[config.mk]
export PLATFORM = sky130hd
export DESIGN_NAME = mstk_ctrl
export DESIGN_NICKNAME = d
export VERILOG_FILES = /design/src/sv/minimum_spanning_tree_kruskal_top_assert.svh /design/src/sv/mstk_pkg.sv /design/src/sv/mstk_ctrl.sv
export SDC_FILE = /design/constraint.sdc
export NUM_CORES = 1
export LEC_CHECK = 0
export BUFFER_PORTS_ARGS = -buffer_cell sky130_fd_sc_hd__buf_2
export CORE_AREA = 2 2 39 41
export DETAILED_ROUTE_END_ITERATION = 8
export DIE_AREA = 0 0 41 43
export GPL_ROUTABILITY_DRIVEN = 0
export PLACE_DENSITY = 0.73
export SETUP_SLACK_MARGIN = 0.15
export SLEW_MARGIN = 20
export SYNTH_ARGS = -nofsm -noshare
export SYNTH_HDL_FRONTEND = slang
export SYNTH_SLANG_ARGS = --single-unit
[constraint.sdc]
create_clock -name clk -period 1.5 [get_ports clk]
set_input_delay 0.15 -clock clk [delete_from_list [all_inputs] [get_ports clk]]
set_output_delay 0.15 -clock clk [all_outputs]
set_load 0.005 [all_outputs]
[src/sv/minimum_spanning_tree_kruskal_top_assert.svh]
// Assertion macros for the spanning tree block.
// Used by minimum_spanning_tree_kruskal_top; expects clk and rst_n in scope.
`ifndef MINIMUM_SPANNING_TREE_KRUSKAL_TOP_ASSERT_SVH
`define MINIMUM_SPANNING_TREE_KRUSKAL_TOP_ASSERT_SVH

// same-cycle implication
`define MSTK_ASSERT_NOW(lbl, ante, cons) \
  lbl: assert property (@(posedge clk) disable iff (!rst_n) (ante) |-> (cons)) \
    else $error("assertion failed: same-cycle check");

// next-cycle implication
`define MSTK_ASSERT_NEXT(lbl, ante, cons) \
  lbl: assert property (@(posedge clk) disable iff (!rst_n) (ante) |=> (cons)) \
    else $error("assertion failed: next-cycle check");

`endif

[src/sv/mstk_pkg.sv]
// Package for the spanning tree block: controller states, command and status words.
// No dependencies.
`timescale 1ns / 1ps
`default_nettype none
package mstk_pkg;

  localparam int COST_W  = 16;
  localparam int TOTAL_W = 22;
  localparam logic [COST_W-1:0] COST_BIAS = 16'h8000;

  typedef enum logic [3:0] {
    S_LOAD,
    S_INIT,
    S_SCAN_START,
    S_SCAN,
    S_FIND,
    S_DECIDE,
    S_PUSH,
    S_REL_RD,
    S_REL_WR,
    S_FINISH
  } state_t;

  typedef struct packed {
    logic store;
    logic vx_rst;
    logic vx_init;
    logic scan_rst;
    logic scan_step;
    logic lab_rd;
    logic lab_save;
    logic rel_rd;
    logic rel_wr;
    logic pend_load;
    logic out_load;
    logic out_last;
    logic run_clr;
  } cmd_t;

  typedef struct packed {
    logic vx_last;
    logic scan_done;
    logic found;
    logic same_set;
    logic have_pend;
    logic out_busy;
  } sts_t;

endpackage
`default_nettype wire

[src/sv/mstk_ctrl.sv]
// Controller state machine: load, label init, scan, union test, relabel, emit.
// Depends on mstk_pkg; drives mstk_datapath.
`timescale 1ns / 1ps
`default_nettype none
module mstk_ctrl
  import mstk_pkg::*;
(
  input  wire logic clk,
  input  wire logic rst_n,
  input  wire logic in_valid,
  input  wire logic in_edge_last,
  output logic      in_stall,
  input  wire sts_t sts,
  output cmd_t      cmd
);

  state_t state_r, state_nxt;
  logic   in_acc;

  assign in_acc = in_valid && (state_r == S_LOAD);

  always_ff @(posedge clk) begin
    if (!rst_n) begin
      state_r <= S_LOAD;
    end else begin
      state_r <= state_nxt;
    end
  end

  always_comb begin
    state_nxt = state_r;
    unique case (state_r)
      S_LOAD:       if (in_acc && in_edge_last) state_nxt = S_INIT;
      S_INIT:       if (sts.vx_last) state_nxt = S_SCAN_START;
      S_SCAN_START: state_nxt = S_SCAN;
      S_SCAN: begin
        if (sts.scan_done) state_nxt = sts.found ? S_FIND : S_FINISH;
      end
      S_FIND:       state_nxt = S_DECIDE;
      S_DECIDE:     state_nxt = sts.same_set ? S_SCAN_START : S_PUSH;
      S_PUSH:       if (!(sts.have_pend && sts.out_busy)) state_nxt = S_REL_RD;
      S_REL_RD:     state_nxt = S_REL_WR;
      S_REL_WR:     if (sts.vx_last) state_nxt = S_SCAN_START; else state_nxt = S_REL_RD;
      S_FINISH:     if (!sts.out_busy) state_nxt = S_LOAD;
      default:      state_nxt = S_LOAD;
    endcase
  end

  always_comb begin
    cmd      = '0;
    in_stall = (state_r != S_LOAD);
    unique case (state_r)
      S_LOAD: begin
        cmd.store  = in_acc;
        cmd.vx_rst = in_acc && in_edge_last;
      end
      S_INIT:       cmd.vx_init = 1'b1;
      S_SCAN_START: cmd.scan_rst = 1'b1;
      S_SCAN:       cmd.scan_step = 1'b1;
      S_FIND:       cmd.lab_rd = 1'b1;
      S_DECIDE: begin
        cmd.lab_save = 1'b1;
        cmd.vx_rst   = 1'b1;
      end
      S_PUSH: begin
        if (!(sts.have_pend && sts.out_busy)) begin
          cmd.out_load  = sts.have_pend;
          cmd.pend_load = 1'b1;
        end
      end
      S_REL_RD:     cmd.rel_rd = 1'b1;
      S_REL_WR:     cmd.rel_wr = 1'b1;
      S_FINISH: begin
        if (!sts.out_busy) begin
          cmd.out_load = 1'b1;
          cmd.out_last = 1'b1;
          cmd.run_clr  = 1'b1;
        end
      end
      default: cmd = '0;
    endcase
  end

endmodule
`default_nettype wire

==> flow_summary.json, run 1 <==
{
  "worstHoldPathType": "input pin to register",
  "coreArea_mm2": 0.001384,
  "synth.top_cells.by_area": "dfxtp_1 (18%), a32oi_2 (7.1%), and4bb_1 (5.5%), nor3_1 (5.5%), buf_6 (4.9%)",
  "drt_pass1_iterations": 4,
  "wire_per_inst_um": 14.62,
  "timing.critical_path.to_type": "primary output",
  "power_mw": 1.268,
  "layout_worst_path_cycle_share": 0.9845,
  "synthFlopType": "dfxtp_1",
  "max_stage_delay_ns": 0.35,
  "hold_viol": 0,
  "worst-slew-pin-transition_ns": 0.3382,
  "top_level_ports": 24,
  "yosysSeqAreaShare": 0.1753,
  "standard_cell_rows": 14,
  "ctsLongestPathBuffers": 2,
  "dp_hpwl_um": 989.1,
  "clock-root-buffer": "clkbuf_4",
  "fmax_mhz": 677.2,
  "met2_usage": 0.3125,
  "global_route.peak_usage_layer": "met2",
  "tritoncts.num_buffers": 3,
  "clock_skew_ns": 0.0004490,
  "yosysTopAreaCell": "dfxtp_1",
  "design.die.area_mm2": 0.001763,
  "vias": 622,
  "grt_pass1_vias": 554,
  "postSynthRegisterBits": 4,
  "synth_top_cells_by_count": "nor2_1 (6), nor3_1 (5), dfxtp_1 (4)",
  "final_routed_drc_violation_total": 0,
  "synthCells": 60,
  "final-setup-viol-count": 0,
  "grt.met1_usage": 0.2147,
  "cap_violations": 0,
  "largest_register_ffs": 4,
  "drtIter0Drc": 15,
  "port_buffers": 23,
  "path_buf_inv": 3,
  "yosys_warnings": 0,
  "syn2layout_area_growth_pct": 95.89,
  "final_layout_size_suffix_gt1_frac": 0.7071,
  "largest_registers": "state_r: 4 flops",
  "crit_family": "buffers and inverters",
  "yosys.cell_types.count": 32,
  "initial_standard_cell_utilization_of_the_core": 0.3300,
  "crit_slowest_cell": "dfxtp_4",
  "p_leak_nw": 0.3927,
  "crit_arrival_ns": 1.33,
  "cts.sink_count": 4,
  "finalWorstPathRequiredPeriod_ns": 1.477,
  "grt_antenna_before_repair": 0,
  "post-synth-top-area-fraction": 0.1753,
  "route.detailed.vias_per_inst": 5.409,
  "postRouteAntennaNets": 0,
  "timing.critical_path.cells": "buf_6 > nand2b_4 > buf_8 > nor2_4 > a21oi_1 > nor2_1 > buf_2",
  "clk-insertion-delay-late_ns": 0.23,
  "use_met3": 0.04712,
  "detail_route.wirelength_um": 1681,
  "async_flop_share": 0,
  "relSlewSlack": 0.7725,
  "synth-edff-count": 0,
  "postSynthAreaPerCell_um2": 7.611,
  "final_net_count": 111,
  "setup.worst_path.start_class": "register",
  "syn_area_um2": 456.7,
  "grt_overflow": 0,
  "classification_of_the_worst_setup_path": "register to primary output",
  "final_design_area_no_fill_um2": 894.6,
  "r2r_slack_ns": 0.03,
  "cp_max_fo": 5,
  "grt_max_degree": 12,
  "count_leader_synth": "nor2_1",
  "largest_register": "state_r",
  "drv_slew": 0,
  "vdd.ir_drop.worst_v": 0.0007110,
  "tritoncts": "done",
  "placement.cell_area_um2": 646.9,
  "setup_repair_after_global_routing_missed_its_margin": "yes",
  "globalRouteTotalUtil": 0.1856,
  "cp.required_ns": 1.35,
  "cts.htree.levels": 1,
  "outcome": "finished clean",
  "die_w_um": 41,
  "grt_first_pass_wirelength_um": 2249,
  "die-height_um": 43,
  "powerDensity_mw_per_mm2": 1417,
  "synthesis.nets": 70,
  "antenna_cells": 0,
  "clk_pin_slew_worst_paths_ns": 0.03
}
cells by family after synthesis:
family	Yosys count	share of synthesized area
flip-flops	4	0.1753
buffers and inverters	8	0.1069
AO/OA/AOI/OAI	15	0.2712
AND/OR/NAND/NOR	33	0.4466
power by group:
group / switching, mW / internal (mW) / total, mW / leakage [nW]
logic: 0.407 / 0.541 / 0.948 / 0.343
clock network: 0.0379 / 0.0891 / 0.127 / 0.0138
registers: 0.0482 / 0.145 / 0.193 / 0.0356
total: 0.493 / 0.775 / 1.27 / 0.393
tightest hold or removal path: cells and delay by family:
kind / cells / cell delay, ns
simple gates: 1 / 0.06
compound gates: 1 / 0.04
buf+inv: 1 / 0.13
final cells by class:
cell class              instances  area (um2)
clock buffers                   3       22.52
fillers                       122       489.2
inverters                       3       13.76
multi-input cells              48       451.7
flip-flops and latches          4       95.09
well taps                      16       20.02
repair buffers                 41       291.5
layer usage:
metal  vias to the layer above  wire length, um  share of wire
met5                         -                0              0
li1                        304                -              -
met2                         9              986           0.59
met1                       309              668           0.40
met4                         0                0              0
met3                         0               26          0.015
layout by cell type (no fill, tap or decap), drive strengths merged, types with 2 or more instances in the layout:
cell type	count
nor3b	2
nand2b	3
inv	3
clkbuf	3
buf	41
and4bb	2
dfxtp	4
o21ai	2
nor4	2
nand2	3
nor2	6
a21oi	3
nor3	5
nor2b	2
a32oi	3
a21boi	3
final timing paths:
path | endpoint | from | depth (start not counted)
worst max-delay path | cmd[2] | state_r[1] | 7
worst min-delay path | state_r[2] | rst_n | 3
worst max register to register | state_r[1] | state_r[0] | 4
worst min register to register | state_r[2] | state_r[3] | 4
per-stage QoR:
| step | hold WS, ns | cells | TNS [ns] | utilization | setup WS [ns] |
|---|---|---|---|---|---|
| after floorplan | 0.2782 | 60 | 0 | - | 0.03805 |
| after global placement | 0.4261 | 105 | 0 | 0.4675 | 0.04675 |
| after detailed placement | 0.4473 | 105 | -0.01526 | 0.4675 | -0.01526 |
| after CTS | 0.1944 | 111 | -0.006727 | 0.5732 | -0.006727 |
| after global routing | 0.1995 | 115 | -0.1545 | 0.6465 | -0.04513 |
| final | 0.1892 | 115 | 0 | 0.6465 | 0.02325 |
what timing repair did:
item	4_1_cts	5_1_grt
pin swaps	10	11
gates resized for setup	28	18
setup buffers	3	4
hold buffers	0	0
hold endpoints to repair	0	0
endpoints found under the setup margin	17	17
Power figures use the tool's default switching activity.
==> run 2: changes to the inputs <==
--- a/config.mk
+++ b/config.mk
@@ -10,7 +10,7 @@
 export DETAILED_ROUTE_END_ITERATION = 8
 export DIE_AREA = 0 0 41 43
 export GPL_ROUTABILITY_DRIVEN = 0
-export PLACE_DENSITY = 0.73
+export PLACE_DENSITY_LB_ADDON = 0.12
 export SETUP_SLACK_MARGIN = 0.15
 export SLEW_MARGIN = 20
 export SYNTH_ARGS = -nofsm -noshare
==> run 2 against run 1 <==
Against the previous run: final area increased by 15%; sequential share of layout area decreased by 1.4 points; largest cell class unchanged; the flow now finishes with violations (setup timing); power increased by 6.4%; combinational power increased by 8%; critical endpoint is now state_r[1]; sequential power about the same; clock-buffer cell count unchanged.
==> flow_summary.json, run 2 (synthesized netlist as in run 1, its figures left out) <==
{
  "fmax_mhz": 649.9,
  "vdd.ir_drop.worst_v": 0.001003,
  "powerDensity_mw_per_mm2": 1306,
  "largest_register": "state_r",
  "power.clock.fraction": 0.096,
  "globalRouteTotalUtil": 0.2101,
  "final_routed_drc_violation_total": 0,
  "worstHoldPathType": "input pin to register",
  "setup.worst_path.start_class": "register",
  "cts.htree.levels": 1,
  "wl_met2_um": 1039,
  "crit_slowest_cell": "o41a_1",
  "outcome": "finished with violations",
  "route.layer.met1.wl_um": 756,
  "top_library_cells_by_usage_in_the_layout_fill_and_taps_aside": "buf_2 (23), buf_4 (22), buf_6 (12)",
  "r2r_slack_ns": -0.04,
  "layout_worst_path_cycle_share": 1.026,
  "largest_registers": "state_r: 4 flops",
  "classification_of_the_worst_setup_path": "register to register",
  "wire_per_inst_um": 14.05,
  "postRouteAntennaNets": 0,
  "layout_commonest_cell": "buf_2",
  "cellInternalPower_mw": 0.8352,
  "violations": "setup timing",
  "timing.critical_path.cells": "buf_6 > nor4_4 > a32oi_2 > and3_1 > o41a_1",
  "final_sum_of_negative_setup_slack_ns": -0.04601,
  "dr.max_layer_used": "met3",
  "hold_viol": 0,
  "detail_route.wirelength_um": 1840,
  "final_layout_size_suffix_gt1_frac": 0.7565,
  "tritoncts": "done",
  "die_w_um": 41,
  "grt_antenna_before_repair": 0,
  "swShare": 0.3806,
  "largest_register_ffs": 4,
  "layout_setup_ws_ns": -0.03864,
  "top_level_ports": 24,
  "clock_skew_ns": 0.002012,
  "timing.critical_path.to_type": "register",
  "final_net_count": 127,
  "design.die.area_mm2": 0.001763,
  "vias": 665,
  "initial_standard_cell_utilization_of_the_core": 0.3300,
  "worst-slew-pin-transition_ns": 0.2783,
  "p_leak_nw": 0.4898,
  "detailroute.wirelength.met3_um": 44,
  "port_buffers": 23,
  "crit_family": "simple AND/OR/NAND/NOR gates",
  "cts_hold_buffers": 0,
  "grt_overflow": 0,
  "dp_worst_setup_slack_ns": -0.02632,
  "standard_cell_rows": 14,
  "drt_pass1_iterations": 4,
  "pwr-share-seq": 0.144,
  "clock-root-buffer": "clkbuf_4",
  "coreArea_mm2": 0.001384,
  "grt_max_degree": 9,
  "cp_max_fo": 6,
  "tritoncts.num_buffers": 3,
  "crit_arrival_ns": 1.65,
  "cp.required_ns": 1.61,
  "ctsLongestPathBuffers": 2,
  "antenna_cells": 0,
  "grt_first_pass_wirelength_um": 2518,
  "syn2layout_area_growth_pct": 126.0,
  "clk-insertion-delay-late_ns": 0.23,
  "grt_pass1_vias": 603,
  "final-setup-viol-count": 3,
  "finalWorstPathRequiredPeriod_ns": 1.539,
  "combPwrFrac": 0.760,
  "drv_slew": 0,
  "setup_repair_after_global_routing_missed_its_margin": "yes",
  "clk_pin_slew_worst_paths_ns": 0.04,
  "drtIter0Drc": 8,
  "dp_hpwl_um": 1093,
  "relSlewSlack": 0.8131,
  "p_switching_mw": 0.5132,
  "route.detailed.vias_per_inst": 5.076,
  "path_buf_inv": 1,
  "die-height_um": 43,
  "cts.sink_count": 4,
  "cap_violations": 0,
  "max_stage_delay_ns": 0.36
}
==> run 2: cell types whose count changed in the layout (fill, tap and decap cells not counted), moves of 2 or more <==
cell / change
buf_8: -3
buf_4: +12
a21oi_2: +2
a21oi_1: -2
buf_6: +7
==> run 2: worst paths after layout <==
check / start / end / depth (start not counted)
worst max register to register: state_r[3] / state_r[1] / 5
worst min-delay path: rst_n / state_r[1] / 2
worst max-delay path: state_r[3] / state_r[1] / 5
worst min register to register: state_r[3] / state_r[0] / 4
==> run 2: timing repair <==
item                       4_1_cts  5_1_grt
setup buffers                    7       10
pin swaps                       14       18
setup endpoints to repair       17       16
cloned                           0        0
resized for setup               38       10
==> run 2: cell type report <==
cell class,count,area (um2)
clock buffers,3,22.52
fillers,101,351.6
inverters,3,13.76
multi-input cells,48,465.4
flip-flops and latches,4,95.09
well taps,16,20.02
repair buffers,57,415.4
==> run 2: stage by stage <==
step | hold WS [ns] | instances | total power [mW] | instance area [um2] | util
after global placement | 0.4262 | 111 | 0.7771 | 691.9 | 0.5000
after global routing | 0.2097 | 131 | 1.432 | 1032 | 0.7459
final | 0.1952 | 131 | 1.348 | 1032 | 0.7459
after CTS | 0.1781 | 121 | 1.138 | 909.6 | 0.6573
after floorplan | 0.2782 | 60 | 0.4952 | 466.7 | -
after detailed placement | 0.4405 | 111 | 0.7796 | 691.9 | 0.5000
==> run 2: power by group through the flow <==
stage / registers (mW) / clock network, mW / logic (mW)
5_1_grt: 0.199 / 0.142 / 1.09
6_report: 0.194 / 0.130 / 1.02
3_5_place_dp: 0.191 / 0 / 0.589
2_1_floorplan: 0.171 / 0 / 0.324
3_3_place_gp: 0.189 / 0 / 0.588
4_1_cts: 0.187 / 0.141 / 0.810
==> run 2: per-layer routing <==
metal	global-route usage	vias to the layer above
met2	0.3906	14
met3	0	0
met4	0.08000	0
met1	0.2323	314
li1	-	337
met5	0	-
==> run 3: changes to the inputs <==
--- a/config.mk
+++ b/config.mk
@@ -6,9 +6,9 @@
 export NUM_CORES = 1
 export LEC_CHECK = 0
 export BUFFER_PORTS_ARGS = -buffer_cell sky130_fd_sc_hd__buf_2
-export CORE_AREA = 2 2 39 41
+export CORE_MARGIN = 1.5
+export CORE_UTILIZATION = 35
 export DETAILED_ROUTE_END_ITERATION = 8
-export DIE_AREA = 0 0 41 43
 export GPL_ROUTABILITY_DRIVEN = 0
 export PLACE_DENSITY_LB_ADDON = 0.12
 export SETUP_SLACK_MARGIN = 0.15
==> run 3 against run 2 <==
Against the previous run: largest cell class unchanged; utilization rose by 6.6 points; the flow still finishes with violations (setup timing); cell count decreased by 11%; register-to-register slack worse by 0.06 ns.
==> flow_summary.json, run 3 (synthesized netlist as in run 1, its figures left out) <==
{
  "port_buffers": 23,
  "postRouteAntennaNets": 0,
  "dp_worst_setup_slack_ns": -0.02266,
  "cp_max_fo": 4,
  "cts.sink_count": 4,
  "dp_hpwl_um": 1019,
  "largest_register_ffs": 4,
  "clock_skew_ns": 0.004233,
  "route.detailed.vias_per_inst": 5.638,
  "vias": 654,
  "clk_pin_slew_worst_paths_ns": 0.04,
  "die_w_um": 39.12,
  "wire_per_inst_um": 15.38,
  "grt_overflow": 0,
  "relSlewSlack": 0.7290,
  "final_layout_size_suffix_gt1_frac": 0.7059,
  "design.die.area_mm2": 0.001530,
  "largest_registers": "state_r: 4 flops",
  "violations": "setup timing",
  "hold_depth": 3,
  "timing.critical_path.to_type": "register",
  "final_routed_drc_violation_total": 0,
  "clock-root-buffer": "clkbuf_4",
  "top_library_cells_by_usage_in_the_layout_fill_and_taps_aside": "buf_2 (22), buf_4 (11), buf_6 (7)",
  "final_design_area_no_fill_um2": 938.4,
  "layout_setup_ws_ns": -0.1014,
  "vdd.ir_drop.worst_v": 0.0009442,
  "placement.cell_area_um2": 676.9,
  "drt_pass1_iterations": 4,
  "powerDensity_mw_per_mm2": 1420,
  "final-setup-viol-count": 9,
  "layout_commonest_cell": "buf_2",
  "grt_antenna_before_repair": 0,
  "setup.worst_path.start_class": "register",
  "grt_pass1_vias": 560,
  "final_net_count": 114,
  "clk-insertion-delay-late_ns": 0.24,
  "finalWorstPathRequiredPeriod_ns": 1.601,
  "worstHoldPathType": "input pin to register",
  "cp.required_ns": 1.62,
  "crit_slowest_cell": "dfxtp_4",
  "max_stage_delay_ns": 0.34,
  "p_leak_nw": 0.4314,
  "crit_arrival_ns": 1.72,
  "initial_standard_cell_utilization_of_the_core": 0.3950,
  "tritoncts.num_buffers": 3,
  "setup_repair_after_global_routing_missed_its_margin": "yes",
  "grt_max_degree": 12,
  "tritoncts": "done",
  "grt_first_pass_wirelength_um": 2587,
  "timing.critical_path.cells": "buf_12 > nor4_4 > buf_4 > a32oi_2 > and3_1 > o41a_1",
  "detail_route.wirelength_um": 1784,
  "drv_slew": 0,
  "cts.htree.levels": 1,
  "rr_worst_depth": 6,
  "layout_worst_path_cycle_share": 1.068,
  "largest_register": "state_r",
  "ctsLongestPathBuffers": 2,
  "drtIter0Drc": 11,
  "standard_cell_rows": 12,
  "cap_violations": 0,
  "hold_viol": 0,
  "worst-slew-pin-transition_ns": 0.4028,
  "classification_of_the_worst_setup_path": "register to register",
  "tightest_hold_margin_ns": 0.1755,
  "outcome": "finished with violations",
  "antenna_cells": 0,
  "die-height_um": 39.12,
  "syn2layout_area_growth_pct": 105.5,
  "fmax_mhz": 624.5,
  "globalRouteTotalUtil": 0.2667,
  "coreArea_mm2": 0.001156,
  "top_level_ports": 24
}
run 3: layout make-up:
type	instances	area (um2)
clock buffers	3	22.52
fillers	75	217.7
inverters	3	11.26
multi-input cells	48	445.4
flip-flops and latches	4	95.09
well taps	14	17.52
repair buffers	44	346.6
run 3: routing by layer:
| layer | share of wire | track usage |
|---|---|---|
| met1 | 0.43 | 0.3127 |
| met2 | 0.46 | 0.4208 |
| met3 | 0.049 | 0.04046 |
| met4 | 0.055 | 0.2155 |
| met5 | 0 | 0 |
run 3: path summary, 6_finish.rpt:
| path | from | end | slack [ns] |
|---|---|---|---|
| setup / recovery | state_r[3] | state_r[1] | -0.10 |
| hold / removal | rst_n | state_r[2] | 0.18 |
| setup reg to reg | state_r[3] | state_r[1] | -0.10 |
| hold reg to reg | state_r[0] | state_r[1] | 0.77 |
run 3: through the flow:
stage,util,total power [mW],TNS (ns),instances
after floorplan,-,0.4952,0,60
after global placement,0.5855,0.8016,-0.02707,104
after detailed placement,0.5855,0.8033,-0.02266,104
after CTS,0.7348,1.203,-0.5083,111
after global routing,0.8117,1.414,-1.243,116
final,0.8117,1.333,-0.4965,116
run 3: where the power goes:
group          total [mW]  switching, mW  internal (mW)
clock               0.134         0.0448         0.0895
sequential          0.193         0.0484          0.145
combinational        1.01          0.430          0.575
run 3: critical path, delay by kind of cell, from the launching register on:
kind            cells  cell delay (ns)
simple gates        2             0.50
compound gates      2             0.35
flops               1             0.34
buf+inv             2             0.30
run 3: repair_timing:
action                                 in CTS  in global routing
hold buffers                                0                  0
gates resized for setup                    28                 13
pin swaps                                  18                 13
endpoints found under the hold margin       0                  0
setup buffers                               4                  5
setup endpoints to repair                  15                 17
